### src/tlsc_pkg.sv
// Shared types, constants and the solve microprogram of the touch calibration block.
package tlsc_pkg;

  localparam int MAX_POINTS = 16;
  localparam int CNT_W = 5;
  localparam int NUM_SUMS = 11;
  localparam int RF_DEPTH = 32;
  localparam int RF_AW = 5;
  localparam int QDEPTH = 2;
  localparam int QAW = 1;
  localparam int PROG_LEN = 47;
  localparam int PC_W = 6;

  localparam logic [1:0] STATUS_CONV     = 2'd0;
  localparam logic [1:0] STATUS_DONE     = 2'd1;
  localparam logic [1:0] STATUS_SINGULAR = 2'd2;
  localparam logic [1:0] STATUS_NOCAL    = 2'd3;

  localparam logic [1:0] KIND_POINT = 2'd0;
  localparam logic [1:0] KIND_LAST  = 2'd1;
  localparam logic [1:0] KIND_CONV  = 2'd2;

  localparam logic CFG_WIDTH  = 1'b0;
  localparam logic CFG_HEIGHT = 1'b1;
  localparam logic [12:0] WIDTH_RST  = 13'd800;
  localparam logic [12:0] HEIGHT_RST = 13'd480;

  // register file map
  localparam logic [4:0] RI_A   = 5'd0;
  localparam logic [4:0] RI_B   = 5'd1;
  localparam logic [4:0] RI_C   = 5'd2;
  localparam logic [4:0] RI_D   = 5'd3;
  localparam logic [4:0] RI_E   = 5'd4;
  localparam logic [4:0] RI_X1  = 5'd5;
  localparam logic [4:0] RI_Y1  = 5'd8;
  localparam logic [4:0] RI_LASTSUM = 5'd10;
  localparam logic [4:0] RI_N   = 5'd11;
  localparam logic [4:0] RI_M0  = 5'd12;
  localparam logic [4:0] RI_M1  = 5'd13;
  localparam logic [4:0] RI_M2  = 5'd14;
  localparam logic [4:0] RI_Q   = 5'd15;
  localparam logic [4:0] RI_R   = 5'd16;
  localparam logic [4:0] RI_U   = 5'd17;
  localparam logic [4:0] RI_W   = 5'd18;
  localparam logic [4:0] RI_DX1 = 5'd19;
  localparam logic [4:0] RI_DY1 = 5'd22;
  localparam logic [4:0] RI_DD  = 5'd25;

  localparam logic [2:0] SEL_TX  = 3'd0;
  localparam logic [2:0] SEL_TY  = 3'd1;
  localparam logic [2:0] SEL_SX  = 3'd2;
  localparam logic [2:0] SEL_SY  = 3'd3;
  localparam logic [2:0] SEL_ONE = 3'd4;

  typedef struct packed {
    logic [1:0]  kind;
    logic [11:0] tx;
    logic [11:0] ty;
    logic [11:0] sx;
    logic [11:0] sy;
  } item_t;

  typedef struct packed {
    logic        start;
    logic [79:0] num;
    logic [63:0] den;
  } div_req_t;

  typedef struct packed {
    logic        done;
    logic        sat;
    logic [11:0] quo;
  } div_rsp_t;

  typedef struct packed {
    logic       clr;
    logic       sub;
    logic       wr;
    logic [4:0] a;
    logic [4:0] b;
    logic [4:0] dest;
  } uop_t;

  typedef struct packed {
    logic [2:0] a;
    logic [2:0] b;
  } term_t;

  function automatic uop_t uop(input logic clr, input logic sub, input logic wr,
                               input logic [4:0] a, input logic [4:0] b,
                               input logic [4:0] dest);
    uop_t u;
    u.clr = clr;
    u.sub = sub;
    u.wr = wr;
    u.a = a;
    u.b = b;
    u.dest = dest;
    return u;
  endfunction

  // numerators of one axis: p1..p3 are the sums with the target coordinate
  function automatic uop_t axis_uop(input logic [4:0] s, input logic ax);
    logic [4:0] p1;
    logic [4:0] p2;
    logic [4:0] p3;
    logic [4:0] d1;
    uop_t u;
    p1 = ax ? RI_Y1 : RI_X1;
    p2 = p1 + 5'd1;
    p3 = p1 + 5'd2;
    d1 = ax ? RI_DY1 : RI_DX1;
    case (s)
      5'd0:  u = uop(1'b1, 1'b0, 1'b0, p1, RI_B, RI_A);
      5'd1:  u = uop(1'b0, 1'b1, 1'b1, p2, RI_C, RI_Q);
      5'd2:  u = uop(1'b1, 1'b0, 1'b0, p2, RI_D, RI_A);
      5'd3:  u = uop(1'b0, 1'b1, 1'b1, p1, RI_E, RI_R);
      5'd4:  u = uop(1'b1, 1'b0, 1'b0, RI_N, RI_Q, RI_A);
      5'd5:  u = uop(1'b0, 1'b0, 1'b0, RI_E, RI_R, RI_A);
      5'd6:  u = uop(1'b0, 1'b0, 1'b1, p3, RI_M1, d1);
      5'd7:  u = uop(1'b1, 1'b0, 1'b0, p2, RI_A, RI_A);
      5'd8:  u = uop(1'b0, 1'b1, 1'b1, p1, RI_C, RI_Q);
      5'd9:  u = uop(1'b1, 1'b0, 1'b0, p1, RI_E, RI_A);
      5'd10: u = uop(1'b0, 1'b1, 1'b1, p2, RI_D, RI_R);
      5'd11: u = uop(1'b1, 1'b0, 1'b0, RI_N, RI_Q, RI_A);
      5'd12: u = uop(1'b0, 1'b0, 1'b0, RI_D, RI_R, RI_A);
      5'd13: u = uop(1'b0, 1'b0, 1'b1, p3, RI_M2, d1 + 5'd1);
      5'd14: u = uop(1'b1, 1'b0, 1'b0, p3, RI_M0, RI_A);
      5'd15: u = uop(1'b0, 1'b0, 1'b0, p1, RI_M1, RI_A);
      default: u = uop(1'b0, 1'b0, 1'b1, p2, RI_M2, d1 + 5'd2);
    endcase
    return u;
  endfunction

  function automatic uop_t prog(input logic [PC_W-1:0] pc);
    uop_t u;
    if (pc < 6'd10) begin
      case (pc)
        6'd0: u = uop(1'b1, 1'b0, 1'b0, RI_A, RI_B, RI_A);
        6'd1: u = uop(1'b0, 1'b1, 1'b1, RI_C, RI_C, RI_M0);
        6'd2: u = uop(1'b1, 1'b0, 1'b0, RI_C, RI_E, RI_A);
        6'd3: u = uop(1'b0, 1'b1, 1'b1, RI_B, RI_D, RI_M1);
        6'd4: u = uop(1'b1, 1'b0, 1'b0, RI_C, RI_D, RI_A);
        6'd5: u = uop(1'b0, 1'b1, 1'b1, RI_A, RI_E, RI_M2);
        6'd6: u = uop(1'b1, 1'b0, 1'b0, RI_C, RI_D, RI_A);
        6'd7: u = uop(1'b0, 1'b0, 1'b0, RI_C, RI_D, RI_A);
        6'd8: u = uop(1'b0, 1'b1, 1'b1, RI_A, RI_E, RI_U);
        default: u = uop(1'b1, 1'b0, 1'b1, RI_D, RI_D, RI_W);
      endcase
    end else if (pc < 6'd27) begin
      u = axis_uop(5'(pc - 6'd10), 1'b0);
    end else if (pc < 6'd44) begin
      u = axis_uop(5'(pc - 6'd27), 1'b1);
    end else begin
      case (pc)
        6'd44: u = uop(1'b1, 1'b0, 1'b0, RI_N, RI_M0, RI_A);
        6'd45: u = uop(1'b0, 1'b0, 1'b0, RI_E, RI_U, RI_A);
        default: u = uop(1'b0, 1'b1, 1'b1, RI_B, RI_W, RI_DD);
      endcase
    end
    return u;
  endfunction

  function automatic term_t acc_term(input logic [3:0] i);
    term_t t;
    case (i)
      4'd0: t = '{SEL_TX, SEL_TX};
      4'd1: t = '{SEL_TY, SEL_TY};
      4'd2: t = '{SEL_TX, SEL_TY};
      4'd3: t = '{SEL_TX, SEL_ONE};
      4'd4: t = '{SEL_TY, SEL_ONE};
      4'd5: t = '{SEL_TX, SEL_SX};
      4'd6: t = '{SEL_TY, SEL_SX};
      4'd7: t = '{SEL_SX, SEL_ONE};
      4'd8: t = '{SEL_TX, SEL_SY};
      4'd9: t = '{SEL_TY, SEL_SY};
      default: t = '{SEL_SY, SEL_ONE};
    endcase
    return t;
  endfunction

  function automatic logic [12:0] clamp_lim(input logic [12:0] size);
    logic [12:0] l;
    if (size == 13'd0) l = 13'd1;
    else if (size > 13'd4096) l = 13'd4096;
    else l = size;
    return l;
  endfunction

endpackage

### src/tlsc_item_if.sv
// Request channel carrying calibration and convert items.
interface tlsc_item_if;
  logic        valid;
  logic        ready;
  logic        op;
  logic [11:0] touch_x;
  logic [11:0] touch_y;
  logic [11:0] target_x;
  logic [11:0] target_y;
  logic        last_point;

  modport source (output valid, op, touch_x, touch_y, target_x, target_y, last_point,
                  input ready);
  modport sink (input valid, op, touch_x, touch_y, target_x, target_y, last_point,
                output ready);
endinterface

### src/tlsc_front.sv
// Front end: accepts items, classifies them and queues them for the back end.
module tlsc_front (
  input  logic                clk,
  input  logic                rst,
  tlsc_item_if.sink           item,
  output tlsc_pkg::item_t     q_item,
  output logic                q_valid,
  input  logic                q_pop
);
  tlsc_pkg::item_t slots [tlsc_pkg::QDEPTH];
  tlsc_pkg::item_t incoming;
  logic [tlsc_pkg::QAW-1:0] wptr;
  logic [tlsc_pkg::QAW-1:0] rptr;
  logic [tlsc_pkg::QAW:0]   fill;
  logic push;
  logic pop;

  always_comb begin
    incoming.kind = item.op ? tlsc_pkg::KIND_CONV :
                    (item.last_point ? tlsc_pkg::KIND_LAST : tlsc_pkg::KIND_POINT);
    incoming.tx = item.touch_x;
    incoming.ty = item.touch_y;
    incoming.sx = item.target_x;
    incoming.sy = item.target_y;
  end

  assign item.ready = fill != (tlsc_pkg::QAW+1)'(tlsc_pkg::QDEPTH);
  assign push = item.valid && item.ready;
  assign q_valid = fill != '0;
  assign pop = q_pop && q_valid;
  assign q_item = slots[rptr];

  always_ff @(posedge clk) begin
    if (push) begin
      slots[wptr] <= incoming;
    end
  end

  always_ff @(posedge clk) begin
    if (rst) begin
      wptr <= '0;
      rptr <= '0;
      fill <= '0;
    end else begin
      if (push) wptr <= wptr + 1'b1;
      if (pop) rptr <= rptr + 1'b1;
      fill <= fill + (tlsc_pkg::QAW+1)'(push) - (tlsc_pkg::QAW+1)'(pop);
    end
  end
endmodule

### src/flat_wrapper.sv
// flat-port wrapper written by rule: the top's interface ports become plain ports
module tlsc_front_flat 
  (clk, rst, q_item, q_valid, q_pop, item_valid, item_op, item_touch_x, item_touch_y, item_target_x, item_target_y, item_last_point, item_ready);
  tlsc_item_if item_i ();
  input  logic clk;
  input  logic rst;
  output tlsc_pkg::item_t q_item;
  output logic q_valid;
  input  logic q_pop;
  input wire logic [$bits(item_i.valid)-1:0] item_valid;
  input wire logic [$bits(item_i.op)-1:0] item_op;
  input wire logic [$bits(item_i.touch_x)-1:0] item_touch_x;
  input wire logic [$bits(item_i.touch_y)-1:0] item_touch_y;
  input wire logic [$bits(item_i.target_x)-1:0] item_target_x;
  input wire logic [$bits(item_i.target_y)-1:0] item_target_y;
  input wire logic [$bits(item_i.last_point)-1:0] item_last_point;
  output wire logic [$bits(item_i.ready)-1:0] item_ready;
  assign item_i.valid = item_valid;
  assign item_i.op = item_op;
  assign item_i.touch_x = item_touch_x;
  assign item_i.touch_y = item_touch_y;
  assign item_i.target_x = item_target_x;
  assign item_i.target_y = item_target_y;
  assign item_i.last_point = item_last_point;
  assign item_ready = item_i.ready;
  tlsc_front u_core (.clk(clk), .rst(rst), .item(item_i), .q_item(q_item), .q_valid(q_valid), .q_pop(q_pop));
endmodule
### config.mk
export PLATFORM = sky130hd
export DESIGN_NAME = tlsc_front_flat
export DESIGN_NICKNAME = d
export VERILOG_FILES = /design/src/tlsc_pkg.sv /design/src/tlsc_item_if.sv /design/src/tlsc_front.sv /design/src/flat_wrapper.sv
export SDC_FILE = /design/constraint.sdc
export NUM_CORES = 1
export LEC_CHECK = 0
export ABC_AREA = 1
export BUFFER_PORTS_ARGS = -buffer_cell sky130_fd_sc_hd__buf_4
export CAP_MARGIN = 40
export CELL_PAD_IN_SITES_DETAIL_PLACEMENT = 1
export CELL_PAD_IN_SITES_GLOBAL_PLACEMENT = 2
export CORE_MARGIN = 2
export CORE_UTILIZATION = 41
export DETAILED_ROUTE_END_ITERATION = 12
export GPL_ROUTABILITY_DRIVEN = 0
export PLACE_DENSITY_LB_ADDON = 0.1
export SYNTH_ARGS = -nofsm -noshare
export SYNTH_HDL_FRONTEND = slang
export SYNTH_SLANG_ARGS = --single-unit
### constraint.sdc
create_clock -name clk -period 9.75 [get_ports clk]
set_clock_uncertainty 0.15 [all_clocks]
set_input_delay 1.4625 -clock clk [delete_from_list [all_inputs] [get_ports clk]]
set_output_delay 1.4625 -clock clk [all_outputs]
set_load 0.05 [all_outputs]
### Word-level counts from Yosys, hierarchy flattened

Memory sizes are Yosys's and may differ from the RTL's. A register that Yosys moved wholly into a read port is not among the register bits.
Index checks and enable logic that the tools add are counted.

| word-level totals | value |
|---|---|
| input port bits | 54 |
| memories kept | 1 |
| bits in writable memories | 100 |
| register bits | 4 |
| output and inout bits | 52 |
| word-level logic and storage cells | 18 |

Memories:

| name | depth | bits a word | read ports | clocked after memory_dff | wr ports | line | text |
|---|---|---|---|---|---|---|---|
| u_core.slots | 2 | 50 | 1 | 1 | 1 | tlsc_front.sv:10 | `tlsc_pkg::item_t slots [tlsc_pkg::QDEPTH];` |

| cells by class | value |
|---|---|
| add/sub/neg operators | 4 |
| reductions and logical operators | 3 |
| muxes and demuxes | 6 |
| equality and inequality tests | 1 |

Operators with widths:

| cell | number |
|---|---|
| 1-bit 2-to-1 mux | 5 |
| 1-bit adder (second input constant) | 2 |
| 2-bit by 1-bit adder with 2-bit output | 1 |
| 1-bit logical AND | 2 |
| 2-bit 2-to-1 mux | 1 |
| 2-bit inequality test (second input constant) | 1 |
| 2-bit nonzero test | 1 |
| 2-bit by 1-bit subtractor with 2-bit output | 1 |

### Logic depth before layout (Yosys ltp)

Gate-level depths: netlist (run 1).

| logic depth | value |
|---|---|
| depth in word-level cells | 4 |
| depth in mapped cells | 10 |
| gate-level depth less buffers | 10 |

### Worst setup path after synthesis (run 1)

OpenSTA, ideal clock, no wires.

| timing path | value |
|---|---|
| path kind | input-to-reg |
| start point | in item_valid |
| end point | mem u_core.slots[0][0] (netlist bit), enable pin |
| library setup time | 458 ps |
| buffers on the path | 0 |
| data required time | 9142 ps |
| slack | 5494 ps |
| arrival time | 3648 ps |
| stages | 2 |
| cell sequence | nand2_1 > nor2_1 |

| on the way | value |
|---|---|
| word-level cells in the longest chain between the ends | 3 |

Ends and longest elaborated chain:

| item | line | text |
|---|---|---|
| start, declared | flat_wrapper.sv:10 | `input wire logic [$bits(item_i.valid)-1:0] item_valid;` |
| 1-bit logical AND | tlsc_front.sv:28 | `assign push = item.valid && item.ready;` |
| 1-bit 2-to-1 mux | tlsc_front.sv:34 | `if (push) begin` |
| 1-bit 2-to-1 mux (implied by the code) | tlsc_front.sv:35 | `slots[wptr] <= incoming;` |
| end, declared | tlsc_front.sv:10 |  |

Every way passes these cells.

==> results of run 1 <==
metal layers:
layer	up-vias	part of all wire, %	GRT usage [%]
li1	966	-	-
met1	992	40	15.5
met4	0	1.4	4.92
met5	-	0	0
met3	8	6.7	5.08
met2	69	52	24.0
through the flow:
stage	hold slack (ns)	power, mW	utilization, %	setup WS, ns	cells
floorplan	0.317	1.08	-	5.49	197
global placement	0.348	1.22	51.0	6.55	430
detailed placement	0.356	1.23	51.5	6.69	432
CTS	0.384	1.57	54.1	6.29	448
global route	0.417	1.61	54.1	6.26	448
finish	0.376	1.54	54.1	6.33	448
layout make-up:
type | count | area, µm²
clock buffer | 11 | 131
clock inverter | 5 | 128
fill | 947 | 4480
inverter | 11 | 41.3
multi-input combinational | 75 | 876
sequential | 105 | 3110
tap | 133 | 166
timing repair buffer | 108 | 843
report_power, final:
group	switching [mW]	leakage [nW]	internal [mW]
registers	0.0319	0.976	0.578
logic	0.376	1.01	0.222
clock network	0.139	0.124	0.197
worst paths after layout:
path                                         to  slack (ns)  cells after the start
setup reg to reg  u_core.slots[0][11]$_DFFE_PP_        7.91                      5
hold reg to reg        u_core.rptr$_SDFFE_PP0P_        0.38                      2
hold / removal         u_core.rptr$_SDFFE_PP0P_        0.38                      2
setup / recovery                      q_item[7]        6.33                      3
registers in the layout (all words and copies together) (netlist names), named ones only:
| register | count |
|---|---|
| u_core.fill | 2 |
| u_core.slots | 100 |
| u_core.wptr | 1 |
| u_core.rptr | 1 |
worst reg2reg max path: stages (launching register included):
cell	delay [ns]
sky130_fd_sc_hd__dfxtp_1	0.33
sky130_fd_sc_hd__inv_1	0.06
sky130_fd_sc_hd__nand2_1	0.12
sky130_fd_sc_hd__nand2_1	0.12
sky130_fd_sc_hd__nor2_4	0.09
sky130_fd_sc_hd__buf_4	0.55
cell usage in the layout (no fill, tap or decap), drive strengths merged:
cell type,Yosys,routed
inv,11,11
buf,6,108
nor2,10,10
ha,2,2
edfxtp,100,100
clkinvlp,0,1
dfxtp,5,5
clkbuf,0,11
bufinv,0,4
a21oi,2,2
nand3,3,3
nand2,8,8
mux2,50,50
cell families after synthesis:
| group | share of synthesized area, % |
|---|---|
| buffers and inverters | 3.70 |
| multiplexers | 18.2 |
| AND/OR/NAND/NOR | 2.00 |
| AO/OA/AOI/OAI | 0.243 |
| adder cells (fa/ha/maj) | 0.607 |
| flip-flops | 75.2 |
==> results.rst, run 1 <==
.. list-table::
   :header-rows: 1

   * - Metric
     - Value
   * - Port bufs
     - 105
   * - Placeable core region
     - 9770 µm²
   * - Instance count of the mapped netlist
     - 197
   * - TritonCTS clock tree
     - done
   * - Number of clock sinks
     - 105
   * - Sequential-to-total area share from yosys stat
     - 75.2%
   * - Die Height
     - 104 µm
   * - I/O pin count
     - roughly 110
   * - # resized after CTS
     - 0
   * - LEAKAGE
     - 2.11 nW
   * - Worst Setup End Kind
     - output port
   * - Via density per instance
     - 4.54
   * - Cell with the most instances after synthesis
     - sky130_fd_sc_hd__edfxtp_1
   * - Count of flip-flops with a built-in enable after synthesis
     - 100
   * - Vias in the first global route
     - approximately 2200
   * - Synthesized area per cell
     - 20.9 µm²
   * - First-pass DRT Iterations
     - 4
   * - CTS hold repair buffers
     - 0
   * - Result of the run
     - complete, no violations
   * - Startpoint of the worst-slack reg-to-reg timing path
     - u_core.fill[0]$_SDFF_PP0_
   * - Max-slew headroom
     - a little over half
   * - Maximum fanout count along the critical path
     - 32
   * - Post-CTS setup buffer count
     - 0
   * - Highest clock frequency the design can meet
     - 293 MHz
   * - Number of buffers added by the clock tree synthesis step
     - 9
   * - Depth of the CTS H-tree
     - 3
   * - Number of antenna violations at the first check in global routing
     - 0
   * - Max Cap Viol
     - 0
   * - Top cell type by total area after synthesis
     - sky130_fd_sc_hd__edfxtp_1
   * - Transition time at the pin with the least slew margin
     - 0.701 ns
   * - CP peak stage delay
     - ~0.60 ns
   * - Crit-path slowest cell
     - sky130_fd_sc_hd__dfxtp_4
   * - Average wire per standard cell
     - 16.3 µm
   * - Insertion delay of the later-clocked pin in the worst-skew pair
     - ~0.35 ns
   * - Final cycle utilization of the critical path
     - 35.1%
   * - Clk slew on worst S/H paths
     - 0.08 ns
   * - Placement Cell Area
     - 5030 µm²
   * - Buffer type at the clock tree root
     - sky130_fd_sc_hd__clkbuf_8
   * - Count of state elements after synthesis
     - 105
   * - Detailed-route wire length
     - approximately 7300 µm
   * - Final TNS setup
     - 0 ns
   * - Area share of the largest cell type after synthesis
     - 72.8%
   * - Post-synthesis cell type count
     - 11
   * - Via total after detailed routing
     - around 2000
   * - P&R area growth vs syn
     - 28.3%
   * - Global-route wire length before repair
     - between 10000 and 15000 µm
   * - DRC violations left
     - 0
   * - CP required
     - 8.14 ns
   * - Overall track demand over capacity in global routing
     - between 10% and 20%
   * - Post-route antenna net violation count
     - 0
   * - Fin area
     - 5290 µm²
   * - Most frequent cells after synthesis
     - sky130_fd_sc_hd__edfxtp_1, sky130_fd_sc_hd__mux2_4, sky130_fd_sc_hd__inv_1
   * - Ordered list of cells on the worst path
     - buf_16 -> mux2_4 -> buf_4
   * - Critical path class
     - flip-flop to output port
   * - Nets
     - 366
   * - Synth async-reset ratio
     - 0%
   * - Class of the most critical hold timing path
     - flip-flop to flip-flop
   * - Setup violation total in the final timing report
     - 0
   * - Worst VDD drop
     - between 0.15 and 0.2 mV
   * - Kind of launch point of the worst setup path
     - flip-flop
   * - Max-slew violation total from the final report
     - 0
   * - Overflow left after global routing
     - 0
   * - Fraction of final layout cells sized beyond drive strength 1
     - 55.6%
   * - Die area
     - 10900 µm²
   * - Antenna diode count
     - 0
   * - Placement Rows
     - 36
   * - CP Buf/Inv Count
     - 2
   * - Final Hold Violating Endpoints
     - 0
   * - Startpoint of the tightest hold check path
     - u_core.rptr$_SDFFE_PP0P_
   * - Largest net degree at the start of global routing
     - 51
   * - Die span in x
     - 104 µm
   * - Post-Synthesis Cell Area
     - 4120 µm²
   * - Arrival time of the worst setup path
     - between 1.5 and 2 ns
   * - Clock buffer depth
     - 2
   * - Largest cells by area after synthesis
     - sky130_fd_sc_hd__edfxtp_1, sky130_fd_sc_hd__mux2_4, sky130_fd_sc_hd__buf_12
   * - Violation count after the first detailed-routing iteration
     - 69
   * - Net count after synthesis
     - 253
   * - Detailed-placement wirelength estimate
     - 4980 µm
   * - Total of warnings raised by yosys
     - 0
   * - Top cell family by delay on the critical path
     - flip-flops
   * - Most instantiated flip-flop cell in the synthesis netlist
     - sky130_fd_sc_hd__edfxtp_1
   * - Power density cells
     - 292 nW/µm²
   * - Clock period minus worst slack
     - ~3.4 ns
   * - Unrepaired setup endpoints after global routing
     - false
   * - Initial cell density of the core
     - a little over two fifths
No activity file was read; power rests on OpenSTA's default activity.
==> run 2: changes to the inputs <==
ABC_AREA = 0   (was 1)
CORE_UTILIZATION = 39   (was 41)
clock period = 3.4 ns   (was 9.75 ns; I/O delays follow)
==> run 2 against run 1 <==
  * First-iteration DRC count decreased by 16%
  * Largest power group is now combinational logic
  * Largest cell class unchanged
  * Register-to-register slack worse by 6.3 ns
  * Cell count is 2.2% lower
  * Critical path depth stayed put
  * Clock-buffer cell count stayed put
  * Routed wire length down 4.5%
  * Hold slack lost 0.19 ns
  * Clock power up 89%
==> results.rst, run 2 <==
.. list-table::
   :header-rows: 1

   * - Metric
     - Value
   * - Result of the run
     - complete, no violations (unchanged)
   * - Detailed-route wire length
     - 6990 µm (was 7320 µm)
   * - Count of state elements after synthesis
     - 105 (unchanged)
   * - Violation count after the first detailed-routing iteration
     - 58 (was 69)
   * - Leading cell types in the layout, fill and taps excluded
     - sky130_fd_sc_hd__buf_4, sky130_fd_sc_hd__edfxtp_1, sky130_fd_sc_hd__mux2_4 (unchanged)
   * - Net count after synthesis
     - 240 (was 253)
   * - R2R depth
     - 3 (was 5)
   * - Worst-case setup margin in the final layout
     - 0.837 ns (was 6.33 ns)
   * - Reg2Reg Capture Point
     - u_core.slots[1][34]$_DFFE_PP_ (was u_core.slots[0][11]$_DFFE_PP_)
   * - Worst R2R Setup Slack
     - 1.59 ns (was 7.91 ns)
   * - Nets
     - 354 (was 366)
   * - Number of flip-flops in the largest register
     - 100 (unchanged)
   * - Via density per instance
     - 4.52 (was 4.54)
   * - Placeable core region
     - 10300 µm² (was 9770 µm²)
   * - Number of antenna violations at the first check in global routing
     - 0 (unchanged)
   * - Clock buffer depth
     - 2 (unchanged)
   * - I/O pin count
     - 106 (unchanged)
   * - Transition time at the pin with the least slew margin
     - 0.695 ns (was 0.701 ns)
   * - Fin area
     - 5170 µm² (was 5290 µm²)
   * - Worst Setup End Kind
     - output port (unchanged)
   * - P&R area growth vs syn
     - 25.6% (was 28.3%)
   * - CP Buf/Inv Count
     - 2 (unchanged)
   * - Max-slew headroom
     - 53.6% (was 53.2%)
   * - Reported net switching power
     - 1.59 mW (was 0.547 mW)
   * - Via total after detailed routing
     - 1978 (was 2035)
   * - Sequential-to-total area share from yosys stat
     - 75.4% (was 75.2%)
   * - Commonest non-fill, non-tap cell in the layout
     - sky130_fd_sc_hd__buf_4 (unchanged)
   * - Sequential share of power
     - 42.1% (was 39.5%)
   * - Register with the highest flop count
     - u_core.slots (unchanged)
   * - Overall track demand over capacity in global routing
     - 12.9% (was 13.8%)
   * - Largest net degree at the start of global routing
     - 51 (unchanged)
   * - Average wire per standard cell
     - 16.0 µm (was 16.3 µm)
   * - Clk slew on worst S/H paths
     - 0.09 ns (was 0.08 ns)
   * - CP peak stage delay
     - 0.73 ns (was 0.60 ns)
   * - Final Hold Violating Endpoints
     - 0 (unchanged)
   * - LEAKAGE
     - 2.02 nW (was 2.11 nW)
   * - Max-slew violation total from the final report
     - 0 (unchanged)
   * - Class of the most critical hold timing path
     - input port to flip-flop (was flip-flop to flip-flop)
   * - Maximum fanout count along the critical path
     - 29 (was 32)
   * - Antenna diode count
     - 0 (unchanged)
   * - Insertion delay of the later-clocked pin in the worst-skew pair
     - 0.35 ns (about the same)
   * - Overflow left after global routing
     - 0 (unchanged)
   * - Most frequent cells after synthesis
     - sky130_fd_sc_hd__edfxtp_1, sky130_fd_sc_hd__mux2_4, sky130_fd_sc_hd__buf_12, sky130_fd_sc_hd__dfxtp_1, sky130_fd_sc_hd__nor2_1 (was sky130_fd_sc_hd__edfxtp_1, sky130_fd_sc_hd__mux2_4, sky130_fd_sc_hd__inv_1)
   * - Ordered list of cells on the worst path
     - buf_12 -> mux2_4 -> buf_4 (was buf_16 -> mux2_4 -> buf_4)
   * - Synthesized area per cell
     - 22.4 µm² (was 20.9 µm²)
   * - Area share of the largest cell type after synthesis
     - 73.0% (was 72.8%)
   * - Post-route antenna net violation count
     - 0 (unchanged)
   * - Port bufs
     - 105 (unchanged)
   * - Placement Cell Area
     - 5020 µm² (was 5030 µm²)
   * - Final TNS setup
     - 0 ns (unchanged)
   * - TritonCTS clock tree
     - done (unchanged)
   * - Combinational share of power
     - 42.8% (was 38.8%)
   * - Buffer type at the clock tree root
     - sky130_fd_sc_hd__clkbuf_8 (unchanged)
   * - Crit-path slowest cell
     - sky130_fd_sc_hd__dfxtp_4 (unchanged)
   * - Sw Share
     - 38.0% (was 35.4%)
   * - Instance count of the mapped netlist
     - 184 (was 197)
   * - # resized after CTS
     - 0 (unchanged)
   * - CP required
     - 2.74 ns (was 8.14 ns)
   * - Global-route wire length before repair
     - 10700 µm (was 11300 µm)
   * - Initial cell density of the core
     - 40.0% (was 42.2%)
   * - Startpoint of the worst-slack reg-to-reg timing path
     - u_core.fill[0]$_SDFF_PP0_ (unchanged)
   * - Setup violation total in the final timing report
     - 0 (unchanged)
   * - Post-Synthesis Cell Area
     - 4110 µm² (was 4120 µm²)
   * - Die Height
     - 107 µm (was 104 µm)
   * - Max Cap Viol
     - 0 (unchanged)
   * - Post-synthesis cell type count
     - 21 (was 11)
   * - Internal power consumption
     - 2.60 mW (was 0.997 mW)
   * - Setup Slack @ Placement
     - 1.19 ns (was 6.69 ns)
   * - Cell with the most instances after synthesis
     - sky130_fd_sc_hd__edfxtp_1 (unchanged)
   * - Top Registers
     - u_core.slots (100), u_core.fill (2) (unchanged)
   * - Hold path cells
     - 1 (was 2)
   * - Power density cells
     - 811 nW/µm² (was 292 nW/µm²)
   * - Final cycle utilization of the critical path
     - 75.4%
   * - Placement Rows
     - 37 (was 36)
   * - Fraction of final layout cells sized beyond drive strength 1
     - 58.6% (was 55.6%)
   * - Die span in x
     - 107 µm (was 104 µm)
   * - Clock period minus worst slack
     - about 2.6 ns
   * - Number of buffers added by the clock tree synthesis step
     - 9 (unchanged)
   * - DRC violations left
     - 0 (unchanged)
   * - CTS hold repair buffers
     - 0 (unchanged)
   * - Depth of the CTS H-tree
     - 3 (unchanged)
   * - Total of warnings raised by yosys
     - 0 (unchanged)
   * - Proportion of power drawn by the clock network
     - 15.1% (was 21.7%)
   * - Detailed-placement wirelength estimate
     - 4700 µm (was 4980 µm)
   * - Highest clock frequency the design can meet
     - between 300 and 400 MHz
   * - Arrival time of the worst setup path
     - 1.90 ns (was 1.81 ns)
   * - Number of clock sinks
     - 105 (unchanged)
   * - Critical Path Sink
     - q_item[11] (was q_item[7])
   * - First-pass DRT Iterations
     - 4 (unchanged)
   * - Critical path class
     - flip-flop to output port (unchanged)
   * - Largest cells by area after synthesis
     - sky130_fd_sc_hd__edfxtp_1, sky130_fd_sc_hd__mux2_4, sky130_fd_sc_hd__buf_12 (unchanged)
   * - Vias in the first global route
     - 2090 (was 2225)
   * - Post-CTS setup buffer count
     - 0 (unchanged)
   * - Instance count on the critical path
     - 3 (unchanged)
   * - Synth async-reset ratio
     - 0% (unchanged)
   * - Top cell family by delay on the critical path
     - flip-flops (unchanged)
   * - Kind of launch point of the worst setup path
     - flip-flop (unchanged)
   * - Die area
     - 11400 µm² (was 10900 µm²)
   * - Fraction of the core area covered by cells at the end of the flow
     - 50.3% (was 54.1%)
   * - Most instantiated flip-flop cell in the synthesis netlist
     - sky130_fd_sc_hd__edfxtp_1 (unchanged)
   * - Power Total
     - 4.19 mW (was 1.54 mW)
   * - Unrepaired setup endpoints after global routing
     - false (unchanged)
   * - Worst VDD drop
     - 0.421 mV (was 0.171 mV)
   * - Count of flip-flops with a built-in enable after synthesis
     - 100 (unchanged)
   * - Top cell type by total area after synthesis
     - sky130_fd_sc_hd__edfxtp_1 (unchanged)
## run 2: changes by cell type after synthesis, moves of 2 or more
cell and delta:
sky130_fd_sc_hd__nand2_1 -8, sky130_fd_sc_hd__a21oi_1 -2, sky130_fd_sc_hd__nand3_1 -2, sky130_fd_sc_hd__inv_1 -9, sky130_fd_sc_hd__nor2b_1 +3, sky130_fd_sc_hd__nor2_1 -6
## run 2: worst min-delay path by stage
stage / from / endpoint
6_report: item_target_x[9] / u_core.slots[1][21]$_DFFE_PP_
5_1_grt: item_target_x[5] / u_core.slots[1][17]$_DFFE_PP_
4_1_cts: item_touch_y[2] / u_core.slots[1][26]$_DFFE_PP_
3_5_place_dp: u_core.rptr$_SDFFE_PP0P_ / flip-flop
3_3_place_gp: u_core.rptr$_SDFFE_PP0P_ / u_core.rptr$_SDFFE_PP0P_
2_1_floorplan: u_core.wptr$_SDFFE_PP0P_ / u_core.wptr$_SDFFE_PP0P_
## run 2: metal layers
layer,vias up,routed length [µm],GRT usage (%)
li1,934,-,-
met2,59,3510,20.7
met1,975,2890,15.9
met3,10,450,3.34
met5,-,0,0
met4,0,135,6.96
## run 2: cell families after synthesis
kind of cell               count (synthesis)  synth area share [%]
and+or+nand+nor                           15                  2.10
adders and majority gates                  2                 0.608
DFF                                      105                  75.4
muxes                                     50                  18.2
AOI/OAI and AO/OA                          2                 0.304
buffers and inverters                      8                  2.89
xor gates and xnor gates                   2                 0.426
## run 2: final cells by class
cell class | count | area [µm²]
inverters | 2 | 7.51
fillers | 1012 | 5110
repair buffers | 109 | 831
clock inverters | 4 | 21.3
multi-input cells | 71 | 901
well taps | 136 | 170
flip-flops and latches | 105 | 3110
clock buffers | 11 | 131
## run 2: power groups by stage
| stage | Sequential (mW) | Combinational, mW | Clock, mW |
|---|---|---|---|
| after global placement | 1.79 | 1.81 | 0 |
| after CTS | 1.77 | 1.83 | 0.667 |
| after floorplan | 1.71 | 1.49 | 0 |
| final | 1.76 | 1.79 | 0.635 |
| after detailed placement | 1.80 | 1.82 | 0 |
| after global routing | 1.79 | 1.88 | 0.705 |
## run 2: through the flow
step	instances	hold WS, ns
after global routing	438	0.160
after global placement	423	0.347
final	438	0.186
after detailed placement	423	0.362
after CTS	438	0.159
after floorplan	184	0.324
## run 2: worst register-to-register path, cell delays in order (launching register included)
cell and delay [ns]:
sky130_fd_sc_hd__dfxtp_1 0.37, sky130_fd_sc_hd__nand2b_2 0.17, sky130_fd_sc_hd__and3_2 0.18, sky130_fd_sc_hd__buf_4 0.54
